$ cat src/design/pet_pkg.sv
// Shared constants and types for the Prewitt edge threshold block.
`default_nettype none
package pet_pkg;

    localparam int WIDTH  = 512;
    localparam int HEIGHT = 512;

    localparam int PIX_W  = 8;
    localparam int GRAD_W = 11;
    localparam int THR_W  = 10;

    localparam int COL_W  = $clog2(WIDTH);
    localparam int ROW_W  = $clog2(HEIGHT);
    localparam int PEND_W = $clog2(WIDTH + 2);

    localparam int FIFO_DEPTH = 3;
    localparam int FIFO_PTR_W = $clog2(FIFO_DEPTH);
    localparam int FIFO_CNT_W = $clog2(FIFO_DEPTH + 1);

    localparam logic [THR_W-1:0] THR_RESET = THR_W'(50);
    localparam logic [PIX_W-1:0] EDGE_ON   = PIX_W'(255);
    localparam logic [PIX_W-1:0] EDGE_OFF  = PIX_W'(0);

    typedef struct packed {
        logic [2:0][PIX_W-1:0] left;
        logic [2:0][PIX_W-1:0] right;
    } t_cols;

    typedef struct packed {
        logic [PIX_W-1:0]         edge_pixel;
        logic signed [GRAD_W-1:0] gradient;
        logic                     frame_end;
    } t_result;

endpackage
`default_nettype wire

$ cat src/design/pet_out_fifo.sv
// Small result queue that decouples the output from the pixel pipeline.
`default_nettype none
module pet_out_fifo (
    input  wire                               i_clk,
    input  wire                               i_rst_n,
    input  wire                               i_push,
    input  pet_pkg::t_result                  i_data,
    output logic                              o_valid,
    input  wire                               i_stall,
    output pet_pkg::t_result                  o_data,
    output logic [pet_pkg::FIFO_CNT_W-1:0]    o_count
);
    import pet_pkg::*;

    t_result                r_mem [FIFO_DEPTH];
    logic [FIFO_PTR_W-1:0]  r_wptr;
    logic [FIFO_PTR_W-1:0]  r_rptr;
    logic [FIFO_CNT_W-1:0]  r_count;
    logic                   pop;

    assign o_valid = (r_count != '0);
    assign pop     = o_valid && !i_stall;
    assign o_data  = r_mem[r_rptr];
    assign o_count = r_count;

    always_ff @(posedge i_clk) begin
        if (!i_rst_n) begin
            r_wptr  <= '0;
            r_rptr  <= '0;
            r_count <= '0;
        end else begin
            if (i_push) begin
                r_wptr <= (r_wptr == FIFO_PTR_W'(FIFO_DEPTH - 1)) ? '0 : r_wptr + 1'b1;
            end
            if (pop) begin
                r_rptr <= (r_rptr == FIFO_PTR_W'(FIFO_DEPTH - 1)) ? '0 : r_rptr + 1'b1;
            end
            if (i_push && !pop) begin
                r_count <= r_count + 1'b1;
            end else if (pop && !i_push) begin
                r_count <= r_count - 1'b1;
            end
        end
    end

    always_ff @(posedge i_clk) begin
        if (i_push) begin
            r_mem[r_wptr] <= i_data;
        end
    end

`ifndef SYNTHESIS
    a_no_overflow: assert property (@(posedge i_clk) disable iff (!i_rst_n)
        !(i_push && r_count == FIFO_CNT_W'(FIFO_DEPTH)))
        else $error("Result queue overflow.");
`endif

endmodule
`default_nettype wire

$ cat config.mk
export PLATFORM = sky130hd
export DESIGN_NAME = pet_out_fifo
export DESIGN_NICKNAME = d
export VERILOG_FILES = /design/src/design/pet_pkg.sv /design/src/design/pet_out_fifo.sv
export SDC_FILE = /design/constraint.sdc
export NUM_CORES = 1
export LEC_CHECK = 0
export ABC_AREA = 1
export BUFFER_PORTS_ARGS = -buffer_cell sky130_fd_sc_hd__buf_2
export CAP_MARGIN = 20
export CORE_ASPECT_RATIO = 0.6
export CORE_MARGIN = 2
export CORE_UTILIZATION = 54
export DETAILED_ROUTE_END_ITERATION = 8
export PLACE_DENSITY = 0.78
export SLEW_MARGIN = 20
export SYNTH_ARGS = -nofsm -noshare
export SYNTH_HDL_FRONTEND = slang
export SYNTH_SLANG_ARGS = --single-unit
$ cat constraint.sdc
create_clock -name i_clk -period 2.9 [get_ports i_clk]
set_input_delay 0.58 -clock i_clk [delete_from_list [all_inputs] [get_ports i_clk]]
set_output_delay 0.58 -clock i_clk [all_outputs]
set_load 0.02 [all_outputs]
Word level (Yosys, flattened, before mapping)
Memory sizes are Yosys's and may differ from the RTL's. A register that Yosys moved wholly into a read port is not among the register bits.
Cells that the tools add are included.
- bits in registers: 6
- latch bits: 0
- memory bits (writable): 60
- ROM bits: 0
- input bits: 24
- output and inout bits: 23
- word-level logic and storage cells: 26
- memories kept: 1
- memory list (name ; depth ; width ; read ports ; clocked after Yosys merged registers in ; wr ports ; line ; source):
    r_mem ; 3 ; 20 ; 1 ; 1 ; 1 ; pet_out_fifo.sv:15 ; t_result r_mem [FIFO_DEPTH];
- add/subtract/negate cells: 4
- multiply operators: 0
- div/mod/pow operators: 0
- magnitude comparators: 0
- eq/ne operators: 2
- shift-type cells: 0
- mux-type cells: 8
- bitwise logic cells: 0
- reduce and logical (&&, ||, !) cells: 8
- operators with widths (kind ; number):
    $mux 2 ; 6
    $add 2x1->2 const B ; 3
    $eq 2x2->1 const B ; 2
    $reduce_bool 2->1 ; 2
    $logic_and 1x1->1 ; 3
    $logic_not 1->1 ; 3
    $mux 1 ; 2
    $sub 2x1->2 const B ; 1

Depth between registers and ports, before layout
Gate-level depths: netlist of the first run.
- depth after elaboration: 5
- mapped depth: 10
- gate-level depth less buffers: 10

Worst setup path after synthesis of the first run
No wires, ideal clock.
- kind: in2reg
- from: input i_push
- to: memory r_mem[2][0] in the netlist's numbering, enable pin
- setup time: 0.422 ns
- arrival: 2.024 ns
- required time: 2.478 ns
- slack: 0.454 ns
- cell stages on the path: 2
- path buffers: 0
- cells stage by stage: inv_1 -> nor3_1
- longest elaborated chain between the ends: 2
- ends and longest elaborated chain (what ; line ; source):
    start, declared ; pet_out_fifo.sv:6 ; input wire i_push,
    $mux 1 ; pet_out_fifo.sv:47 ; if (i_push) begin
    $mux 1 (implied by the code) ; pet_out_fifo.sv:48 ; r_mem[r_wptr] <= i_data;
    end, declared ; pet_out_fifo.sv:15 ;
Every way passes these cells.

==> impl_results.md, run 1 <==
- Core Area: roughly 0.0046 mm2
- Crit path DAT: 1.70 ns
- Leakage power: 1.18 nW
- Count of standard-cell rows: 19
- Total of max-cap violations: 0
- Power per standard cell area: ~740 mW/mm2
- Number of buffers inserted during clock tree synthesis: 9
- Clock tree skew after final layout: around 0.010 ns
- Crit path launch type: flop
- Critical path capture point type: output port
- Post-DRT Antenna Nets: 0
- Final antenna diode count: 0
- Final setup violation count: 0
- Overall Global Routing Usage: 20.7%
- HP Class: in2reg
- Routed length per placed instance: approximately 15 um
- Layout cells sized above 1: roughly a quarter
- GP Congestion: ~0.78
- Synthesized area per cell: 12.8 um2
- Setup repair after global routing missed its margin: false
- Achievable clock frequency: 439 MHz
- Final nets: 277
- Number of cells produced by synthesis: 200
- Final Hold Slack: about 0.44 ns
- Critical path type: reg2out
- Final routed DRC violation total: 0
- Synth Warn #: 0
- DIE WIDTH: ~93 um
- Summed instance area of the synthesized netlist: roughly 0.0026 mm2
- Final TNS setup: 0 ns
- Cells along the critical path: inv_1, nand2_1, a21oi_1, buf_2
- Initial Util: a little under three fifths
- Largest fanout of any net on the critical path: 20
- Total of flip-flops plus latches after synthesis: 68
- Number of antenna violations at the first check in global routing: 0
- Cts-stage hold buffer count: 0
- Leftover overflow at the end of global routing: 0
- Share of the clock period used by the worst path after layout: between 70% and 80%
- CTS tree: done
- Largest buffer count on any clock path: 2
- Post-layout minimum cycle time: 2.28 ns
- Fraction of the yosys area taken by sequential cells: between 70% and 80%
- Maximum ir drop on the vdd rail: 0.345 mV
- Slew at the pin closest to its max-slew limit: 0.897 ns
- Required time at the endpoint of the critical path: ~2.3 ns
- H-tree depth: 3
- Hold violation count in the final report: 0
- Final HPWL DP: 2990 um
- Setup repair bufs after CTS: 0
- Post-cts resize count: 0
- Slowest stage delay, CP: 0.49 ns
- Num Clock Sinks: 68
- Relative slew margins: 40.1%
- Count of buffers from port buffering: 46
- Post-CTS clock slew at the launch and capture registers of the worst setup and hold paths: ~0.07 ns
- Status: complete, no violations
- Overall via count from detail_route: 1633
- Synthesis-to-layout area growth: 17.8%
- Number of pins with negative max-slew slack in the final report: 0
- Die area: roughly 0.0053 mm2
- Total wire length: 4800 um
- Worst path slowest cell: sky130_fd_sc_hd__inv_1
- Total design power: 2.24 mW
- Via count of the first global-routing pass: around 1600
- Global-route wire length before repair: slightly below 8000 um
- Clk_lat worst skew: between 0.3 and 0.4 ns
- Height of the chip: 57.3 um
- Via count normalized by instance count: between 5 and 6
- DR pass1 iterations: 4
- Distinct cell type count of the synthesized netlist: 17
- Initial detailed-routing violation count: 183
- Net Count, Synth: approximately 230
- Top-Level Pins: 47
- Clock root buffer: sky130_fd_sc_hd__clkbuf_8
- Number of filler cells placed in the layout: between 300 and 400
- Maximum number of pins on one net before global-route repair: 21
per-stage QoR:
stage / instances / util, % / instance area, um2 / worst slack (ns)
floorplan: 200 / - / 2560 / 0.454
global placement: 304 / 62.5 / 2850 / 1.01
detailed placement: 304 / 62.5 / 2850 / 0.970
CTS: 320 / 66.1 / 3020 / 0.587
global route: 320 / 66.1 / 3020 / 0.502
finish: 320 / 66.1 / 3020 / 0.623
layout by cell type, fill, tap and decap left out:
master / n
sky130_fd_sc_hd__nand2_1: 31
sky130_fd_sc_hd__nand2_2: 1
sky130_fd_sc_hd__dfxtp_1: 8
sky130_fd_sc_hd__nand4_1: 1
sky130_fd_sc_hd__or2_0: 1
sky130_fd_sc_hd__clkinv_2: 1
sky130_fd_sc_hd__nand3_1: 3
sky130_fd_sc_hd__buf_2: 46
sky130_fd_sc_hd__edfxtp_1: 60
sky130_fd_sc_hd__nor3_2: 1
sky130_fd_sc_hd__inv_1: 14
sky130_fd_sc_hd__a21oi_1: 43
sky130_fd_sc_hd__clkbuf_8: 10
sky130_fd_sc_hd__clkinvlp_4: 1
sky130_fd_sc_hd__ha_1: 1
sky130_fd_sc_hd__buf_4: 3
sky130_fd_sc_hd__a21oi_4: 1
sky130_fd_sc_hd__o21ai_0: 1
sky130_fd_sc_hd__inv_2: 1
sky130_fd_sc_hd__clkbuf_1: 4
sky130_fd_sc_hd__nor2_1: 25
power by group:
part           switching [mW]  internal, mW  total, mW
logic                   0.305         0.140      0.445
clock network           0.317         0.333      0.650
registers              0.0209          1.12       1.14
flip-flops by register name (all words and copies together) (netlist names), named ones only:
| name | cells |
|---|---|
| r_rptr | 2 |
| r_wptr | 2 |
| o_count | 2 |
| r_mem | 60 |
final timing paths:
kind,from,endpoint,slack [ns],cells past startpoint
setup / recovery,flop,o_data[1],0.62,4
hold / removal,i_data[4],r_mem[2][4],0.44,1
setup reg to reg,r_wptr[0],r_mem[1][0],1.34,2
hold reg to reg,r_wptr[1],r_wptr[1],0.47,2
synthesized netlist by cell type:
master / instances / share of area, %
sky130_fd_sc_hd__nand2_1: 31 / 4.5
sky130_fd_sc_hd__nor2_1: 25 / 3.7
sky130_fd_sc_hd__nand2_2: 1 / 0.24
sky130_fd_sc_hd__edfxtp_1: 60 / 70
sky130_fd_sc_hd__a21oi_4: 1 / 0.64
sky130_fd_sc_hd__ha_1: 1 / 0.49
sky130_fd_sc_hd__or2_0: 1 / 0.24
sky130_fd_sc_hd__a21oi_1: 43 / 8.4
sky130_fd_sc_hd__o21ai_0: 1 / 0.20
sky130_fd_sc_hd__nor3_1: 1 / 0.20
sky130_fd_sc_hd__inv_1: 14 / 2.1
sky130_fd_sc_hd__buf_4: 2 / 0.59
sky130_fd_sc_hd__buf_2: 6 / 1.2
sky130_fd_sc_hd__nand3_1: 3 / 0.59
sky130_fd_sc_hd__dfxtp_1: 8 / 6.3
sky130_fd_sc_hd__inv_2: 1 / 0.15
sky130_fd_sc_hd__nand4_1: 1 / 0.24
layer usage:
layer  GRT usage (%)  share of wire (%)
met5               0                  0
met4            11.1                1.1
met2            29.7                 47
met1            28.7                 47
met3            6.61                5.2
critical path, delay by kind of cell, from the launching register on:
kind | cells | cell delay, ns
buffers and inverters | 2 | 0.70
DFF | 1 | 0.31
and+or+nand+nor | 1 | 0.11
AOI/OAI and AO/OA | 1 | 0.24
cell families (layout without fill, tap and decap cells):
logic type | after synthesis | count (layout) | synth area share, %
and+or+nand+nor | 63 | 63 | 9.72
adders and majority gates | 1 | 1 | 0.488
DFF | 68 | 68 | 76.6
buffers and inverters | 23 | 80 | 3.96
AOI/OAI and AO/OA | 45 | 45 | 9.23
cell type report:
cell class	instances	area [um2]	area share, %
clock buffers	14	153	5.06
clock inverters	2	12.5	0.415
inverters	15	56.3	1.87
multi-input cells	109	503	16.7
flip-flops and latches	68	1960	65.0
well taps	63	78.8	2.61
repair buffers	49	253	8.37
(Power assumes the default switching activity.)
==> run 2: changes to the inputs <==
clock period = 2.2 ns   (was 2.9 ns; I/O delays follow)
==> run 2 against run 1 <==
Net effect:
- global-route usage shrank 1.4 points
- hold slack got worse by 0.13 ns
- cell area up 3.5%
- utilization rose by 2.3 points
- critical path type unchanged
- highest routed layer unchanged
==> impl_results.md, run 2 (synthesis results as in run 1) <==
- Core Area: 0.00456 mm2 (unchanged)
- Internal portion of total power: 2.42 mW (+51%)
- Largest register FFs: 60 (unchanged)
- Achievable clock frequency: roughly 530 MHz
- Post-DRT Antenna Nets: 0 (unchanged)
- Post-CTS clock slew at the launch and capture registers of the worst setup and hold paths: 0.07 ns (about the same)
- Switching power: 0.847 mW (+32%)
- Overall via count from detail_route: 1623 (-0.61%)
- Final antenna diode count: 0 (unchanged)
- Initial detailed-routing violation count: 99 (-46%)
- Cells along the critical path: inv_1, buf_4, nand2_1, a21oi_1, buf_2
- Required time at the endpoint of the critical path: 1.76 ns (-0.56 ns)
- Delay-heaviest family, CP: buffers and inverters
- Clock tree skew after final layout: 0.00574 ns (-0.00448 ns)
- HP Class: in2reg
- Crit path DAT: 1.43 ns (-0.27 ns)
- GRT busiest layer: met2
- Reg-to-reg startpoint: o_count[0]
- Power per standard cell area: 1040 mW/mm2 (+41%)
- Combinational Power Share: 18.5% (-1.4 points)
- Final nets: 282 (+1.8%)
- Depth of the worst register-to-register path: 9 (+7)
- Height of the chip: 57.3 um (unchanged)
- Largest buffer count on any clock path: 2 (unchanged)
- Via count of the first global-routing pass: 1548 (-4.4%)
- Setup slack after layout: 0.330 ns (-0.292 ns)
- Hold wc startpoint: i_data[2]
- DIE WIDTH: 92.9 um (unchanged)
- Clock network fraction of total power: 35.4% (+6.4 points)
- Number of buffers inserted during clock tree synthesis: 9 (unchanged)
- Hold violation count in the final report: 0 (unchanged)
- Met1 Track Usage GR: 26.7% (-2.0 points)
- Slowest stage delay, CP: 0.31 ns (-0.18 ns)
- Die area: 0.00533 mm2 (unchanged)
- Number of antenna violations at the first check in global routing: 0 (unchanged)
- Count of buffers from port buffering: 46 (unchanged)
- Count of cells along the worst hold path: 1 (unchanged)
- Leading cell types in the layout, fill and taps excluded: sky130_fd_sc_hd__edfxtp_1 (60), sky130_fd_sc_hd__buf_2 (46), sky130_fd_sc_hd__a21oi_1 (43), sky130_fd_sc_hd__nand2_1 (31), sky130_fd_sc_hd__nor2_1 (25)
- Worst min-delay path endpoint: r_mem[2][2]
- Final setup violation count: 0 (unchanged)
- Leading cell type in the layout, fill and taps excluded: sky130_fd_sc_hd__edfxtp_1
- Maximum ir drop on the vdd rail: 0.671 mV (+95%)
- Final TNS setup: 0 ns (unchanged)
- Critical path capture point type: output port
- Reg-to-reg setup timing slack: 0.75 ns (-0.59 ns)
- Number of filler cells placed in the layout: 326 (-6.6%)
- Maximum number of pins on one net before global-route repair: 21 (unchanged)
- Via count normalized by instance count: 5.01 (-1.8%)
- Status: complete, no violations
- Top-Level Pins: 47 (unchanged)
- Worst path slowest cell: sky130_fd_sc_hd__dfxtp_1
- Met3 Track Usage GR: 8.06% (+1.5 points)
- Layout cells sized above 1: 27.6% (+2.3 points)
- Setup repair after global routing missed its margin: false
- Switching share of power: 26.0% (-2.7 points)
- Share of power burned in registers: 46.2% (-4.9 points)
- Leftover overflow at the end of global routing: 0 (unchanged)
- Initial Util: 56.1% (unchanged)
- Post-cts resize count: 0 (unchanged)
- Number of pins with negative max-slew slack in the final report: 0 (unchanged)
- DR pass1 iterations: 4 (unchanged)
- Final Hold Slack: 0.309 ns (-0.132 ns)
- Count of standard-cell rows: 19 (unchanged)
- Slew at the pin closest to its max-slew limit: 0.251 ns (-0.646 ns)
- Largest fanout of any net on the critical path: 19 (-5.0%)
- Share of the clock period used by the worst path after layout: a little over four fifths
- Final HPWL DP: 2950 um (-1.5%)
- Final routed DRC violation total: 0 (unchanged)
- Overall Global Routing Usage: 19.3% (-1.4 points)
- Global-route wire length before repair: 7400 um (-6.8%)
- Total design power: 3.26 mW (+46%)
- H-tree depth: 3 (unchanged)
- Crit path launch type: flop
- Top register by number of flip-flops: r_mem
- Critical path type: reg2out
- Num Clock Sinks: 68 (unchanged)
- Post-layout minimum cycle time: approximately 1.9 ns
- Setup repair bufs after CTS: 0 (unchanged)
- Endpoint of the worst-slack reg-to-reg timing path: o_count[1]
- Clock root buffer: sky130_fd_sc_hd__clkbuf_8
- Total wire length: 4590 um (-4.5%)
- Total of max-cap violations: 0 (unchanged)
- Pre-CTS worst setup slack: 0.691 ns (-0.279 ns)
- CTS tree: done
- GP Congestion: 0.707 (-9.0%)
- Combined buffer and inverter count along the critical path: 3 (+1)
- Cts-stage hold buffer count: 0 (unchanged)
- Global-route met2 utilization: 28.9% (-0.83 points)
- Routed length per placed instance: 14.2 um (-5.7%)
- Util after Layout: 68.4% (+2.3 points)
- Clk_lat worst skew: 0.33 ns (about the same)
- Relative slew margins: 83.2% (+43 points)
- Leakage power: 1.24 nW (+5.2%)
- Synthesis-to-layout area growth: 22.0%
-- run 2: worst max-delay path by stage --
stage	endpoint	slack, ns	startpoint	cells after the start
4_1_cts	o_data[13]	0.34	flop	5
5_1_grt	o_data[12]	0.22	flop	5
2_1_floorplan	r_mem[2][0]	0.51	i_push	2
3_3_place_gp	o_data[13]	0.71	flop	5
3_5_place_dp	o_count[1]	0.69	i_stall	9
6_report	o_data[13]	0.33	flop	5
-- run 2: layer usage --
layer / routed length (um) / vias up
met5: 0 / -
met4: 40 / 0
met3: 361 / 4
met2: 1990 / 62
met1: 2200 / 747
li1: - / 810
-- run 2: stage by stage --
stage | area (um2) | std cells
floorplan | 2570 | 200
global placement | 2900 | 309
detailed placement | 2900 | 309
CTS | 3120 | 324
global route | 3120 | 324
finish | 3120 | 324
-- run 2: cell type report --
cell class / count / area [um2] / share of cell area, %
sequential: 68 / 1960 / 62.8
multi-input combinational: 109 / 509 / 16.3
timing repair buffer: 54 / 290 / 9.29
clock buffer: 9 / 124 / 3.96
clock inverter: 6 / 104 / 3.32
tap: 63 / 78.8 / 2.52
inverter: 15 / 56.3 / 1.80
-- run 2: power groups by stage --
stage	logic, mW	clock network (mW)	registers [mW]
after global placement	0.594	0	1.53
after CTS	0.606	1.17	1.51
after floorplan	0.390	0	1.54
after detailed placement	0.604	0	1.53
after global routing	0.669	1.23	1.51
final	0.603	1.15	1.51
==> run 3: changes to the inputs <==
ABC_AREA = 0   (was 1)
clock period = 1.75 ns   (was 2.2 ns; I/O delays follow)
==> run 3 against run 2 <==
Net effect:
- non-clock buffer count is 1 higher
- total power is 27% higher
- via count down 9.6%
- clock power barely moved
- synthesized cell count fell by 21%
- routed wire length down 7.2%
- register-to-register slack worse by 0.51 ns
- sequential share of layout area is 0.15 points higher
- final cell count decreased by 12%
- combinational power is 66% higher
- highest routed layer unchanged
==> impl_results.md, run 3 <==
- Post-layout minimum cycle time: approximately 1.7 ns
- Synthesized area per cell: 16.0 um2 (+25%)
- Cell type with the highest aggregate area in the netlist: sky130_fd_sc_hd__edfxtp_1
- Total of max-cap violations: 0 (unchanged)
- Maximum number of pins on one net before global-route repair: 41 (+95%)
- Power per standard cell area: 1320 mW/mm2 (+27%)
- Total of flip-flops plus latches after synthesis: 68 (unchanged)
- Largest fanout of any net on the critical path: 10 (-9)
- Critical path type: reg2out
- Overall via count from detail_route: 1467 (-9.6%)
- Layout Cells excl Fill: 286 (-12%)
- Top register by number of flip-flops: r_mem
- Depth of the worst register-to-register path: 4 (-5)
- Achievable clock frequency: slightly below 600 MHz
- Setup slack after layout: 0.0721 ns (-0.258 ns)
- Final setup violation count: 0 (unchanged)
- Summed area of non-filler cells in the final layout: 0.00312 mm2 (about the same)
- Number of buffers inserted during clock tree synthesis: 9 (unchanged)
- Synth Warn #: 0 (unchanged)
- Top-Level Pins: 47 (unchanged)
- Total wire length: 4260 um (-7.2%)
- Post-synthesis simple-gate area fraction: 6.00% (-3.7 points)
- Biggest area contributors in the synthesized netlist: sky130_fd_sc_hd__edfxtp_1 (71%), sky130_fd_sc_hd__mux2i_1 (7.9%), sky130_fd_sc_hd__dfxtp_1 (6.3%)
- Final routed DRC violation total: 0 (unchanged)
- Hold violation count in the final report: 0 (unchanged)
- Post-CTS clock slew at the launch and capture registers of the worst setup and hold paths: 0.07 ns (about the same)
- Distinct cell type count of the synthesized netlist: 22 (+5)
- Crit path DAT: 1.33 ns (-0.10 ns)
- Number of enable flip-flop cells after synthesis: 60 (unchanged)
- Count of standard-cell rows: 19 (unchanged)
- Reg-to-reg startpoint: o_count[0]
- Capturing instance or port of the critical path: o_data[0]
- Layout cells sized above 1: 34.1% (+6.5 points)
- Initial Util: 55.6% (-0.56 points)
- Leftover overflow at the end of global routing: 0 (unchanged)
- Setup repair bufs after CTS: 0 (unchanged)
- Via count of the first global-routing pass: 1429 (-7.7%)
- Placed Cells: 269 (-13%)
- Final Hold Slack: 0.214 ns (-0.0949 ns)
- Leading cell type in the layout, fill and taps excluded: sky130_fd_sc_hd__edfxtp_1
- DR pass1 iterations: 4 (unchanged)
- Final nets: 243 (-14%)
- Maximum ir drop on the vdd rail: 0.954 mV (+42%)
- Net Count, Synth: 183 (-19%)
- GP Congestion: 0.683 (-3.4%)
- Slew at the pin closest to its max-slew limit: 0.241 ns (-0.00987 ns)
- Met3 Track Usage GR: 8.06% (unchanged)
- Hold wc startpoint: i_data[10]
- Post-DRT Antenna Nets: 0 (unchanged)
- Final antenna diode count: 0 (unchanged)
- Clock root buffer: sky130_fd_sc_hd__clkbuf_8
- Dominant synthesized flop cell: sky130_fd_sc_hd__edfxtp_1
- Leading cell types in the layout, fill and taps excluded: sky130_fd_sc_hd__edfxtp_1 (60), sky130_fd_sc_hd__buf_2 (46), sky130_fd_sc_hd__nand2_1 (24), sky130_fd_sc_hd__o21ai_1 (20), sky130_fd_sc_hd__mux2i_1 (19)
- Pre-CTS worst setup slack: 0.134 ns (-0.557 ns)
- Initial detailed-routing violation count: 88 (-11%)
- Number of pins with negative max-slew slack in the final report: 0 (unchanged)
- Multiplexer share of the synthesized area: 7.94% (+7.9 points)
- Final TNS setup: 0 ns (unchanged)
- Number of cells produced by synthesis: 158 (-21%)
- Summed instance area of the synthesized netlist: 0.00252 mm2 (-1.5%)
- Crit path launch type: flop
- Top post-synthesis cells by count: sky130_fd_sc_hd__edfxtp_1 (60), sky130_fd_sc_hd__nand2_1 (24), sky130_fd_sc_hd__mux2i_1 (20), sky130_fd_sc_hd__o21ai_1 (20), sky130_fd_sc_hd__dfxtp_1 (8)
- Die area: 0.00525 mm2 (-1.4%)
- Num Clock Sinks: 68 (unchanged)
- Overall Global Routing Usage: 17.4% (-1.9 points)
- DIE WIDTH: 92.2 um (-0.73%)
- Compound-gate portion of the synthesized area: 6.10% (-3.1 points)
- Final HPWL DP: 2800 um (-5.1%)
- Fraction of the yosys area taken by sequential cells: 77.8% (+1.2 points)
- HP Class: in2reg
- Status: complete, no violations
- Fraction of synthesized cell area in xor and xnor cells: 0.694% (+0.69 points)
- Share of async-settable or async-resettable flops after synthesis: 0% (unchanged)
- Leakage power: 1.12 nW (-10%)
- Routed length per placed instance: 14.9 um (+5.1%)
- Fraction of the mapped netlist area in adder cells: 0.496% (+0.0075 points)
- Largest register FFs: 60 (unchanged)
- Largest buffer count on any clock path: 2 (unchanged)
- Endpoint of the worst-slack reg-to-reg timing path: o_count[1]
- Synthesis-to-layout area growth: 23.8%
- Reg-to-reg setup timing slack: 0.24 ns (-0.51 ns)
- GRT busiest layer: met2
- Relative slew margins: 83.9% (+0.62 points)
- Total design power: 4.14 mW (+27%)
- Met1 Track Usage GR: 20.2% (-6.5 points)
- Via count normalized by instance count: 5.13 (+2.4%)
- H-tree depth: 3 (unchanged)
- Required time at the endpoint of the critical path: 1.40 ns (-0.36 ns)
- Count of buffers from port buffering: 46 (unchanged)
- Util after Layout: 68.8% (+0.33 points)
- Dpl cell area: 0.00291 mm2 (+0.39%)
- Number of antenna violations at the first check in global routing: 0 (unchanged)
- CTS tree: done
- Cts-stage hold buffer count: 0 (unchanged)
- Global-route met2 utilization: 28.5% (-0.42 points)
- Most common cell in the netlist: sky130_fd_sc_hd__edfxtp_1
- Share of Yosys cell area claimed by the top area cell type: 71.4% (+1.1 points)
- Dominant combinational cell family by area after synthesis: multiplexers
- Critical path capture point type: output port
- Core Area: 0.00454 mm2 (-0.52%)
- Share of the clock period used by the worst path after layout: between 90 and 100%
- Clk_lat worst skew: 0.33 ns (about the same)
- Height of the chip: 56.9 um (-0.71%)
- Clock tree skew after final layout: 0.00432 ns (-0.00142 ns)
- Global-route wire length before repair: 6550 um (-12%)
==> run 3: how the worst min path moves through the flow <==
stage                     cells after the start  slack [ns]           end
after CTS                                     1        0.20  r_mem[0][10]
after floorplan                               0        0.45   r_mem[0][0]
after detailed placement                      2        0.48          flop
final                                         1        0.21  r_mem[1][10]
after global placement                        2        0.47     r_rptr[1]
after global routing                          1        0.19  r_mem[2][10]
==> run 3: power by group <==
group          leakage, nW  internal (mW)  total [mW]  switching (mW)
sequential           0.621           1.88        1.96          0.0769
combinational        0.397          0.426        1.00           0.579
clock               0.0996          0.645        1.17           0.528
==> run 3: critical path: stages (launching register included) <==
cell	delay, ns
sky130_fd_sc_hd__dfxtp_4	0.38
sky130_fd_sc_hd__clkbuf_16	0.18
sky130_fd_sc_hd__mux2i_1	0.19
sky130_fd_sc_hd__o21ai_1	0.08
sky130_fd_sc_hd__buf_2	0.16
==> run 3: per-layer routing <==
layer / vias to the layer above / wire [um]
met5: - / 0
met2: 40 / 2170
met3: 5 / 280
met4: 0 / 37
met1: 708 / 1770
li1: 714 / -
==> run 3: area by class of cell <==
class	instances	area, um2
clock buffer	10	128
clock inverter	6	55.1
fill	302	1420
multi-input combinational	84	556
sequential	68	1970
tap	63	78.8
timing repair buffer	55	340
==> run 3: what timing repair did <==
action / in CTS / in global routing
setup endpoints to repair: 1 / 5
gates resized for setup: 1 / 2
pin swaps: 0 / 0
gates cloned: 0 / 1
==> run 3: cell families (layout without fill, tap and decap cells) <==
logic type	after synthesis	count (layout)
muxes	20	20
xor gates and xnor gates	2	2
buffers and inverters	6	71
and+or+nand+nor	34	34
DFF	68	68
AOI/OAI and AO/OA	27	27
adders and majority gates	1	1
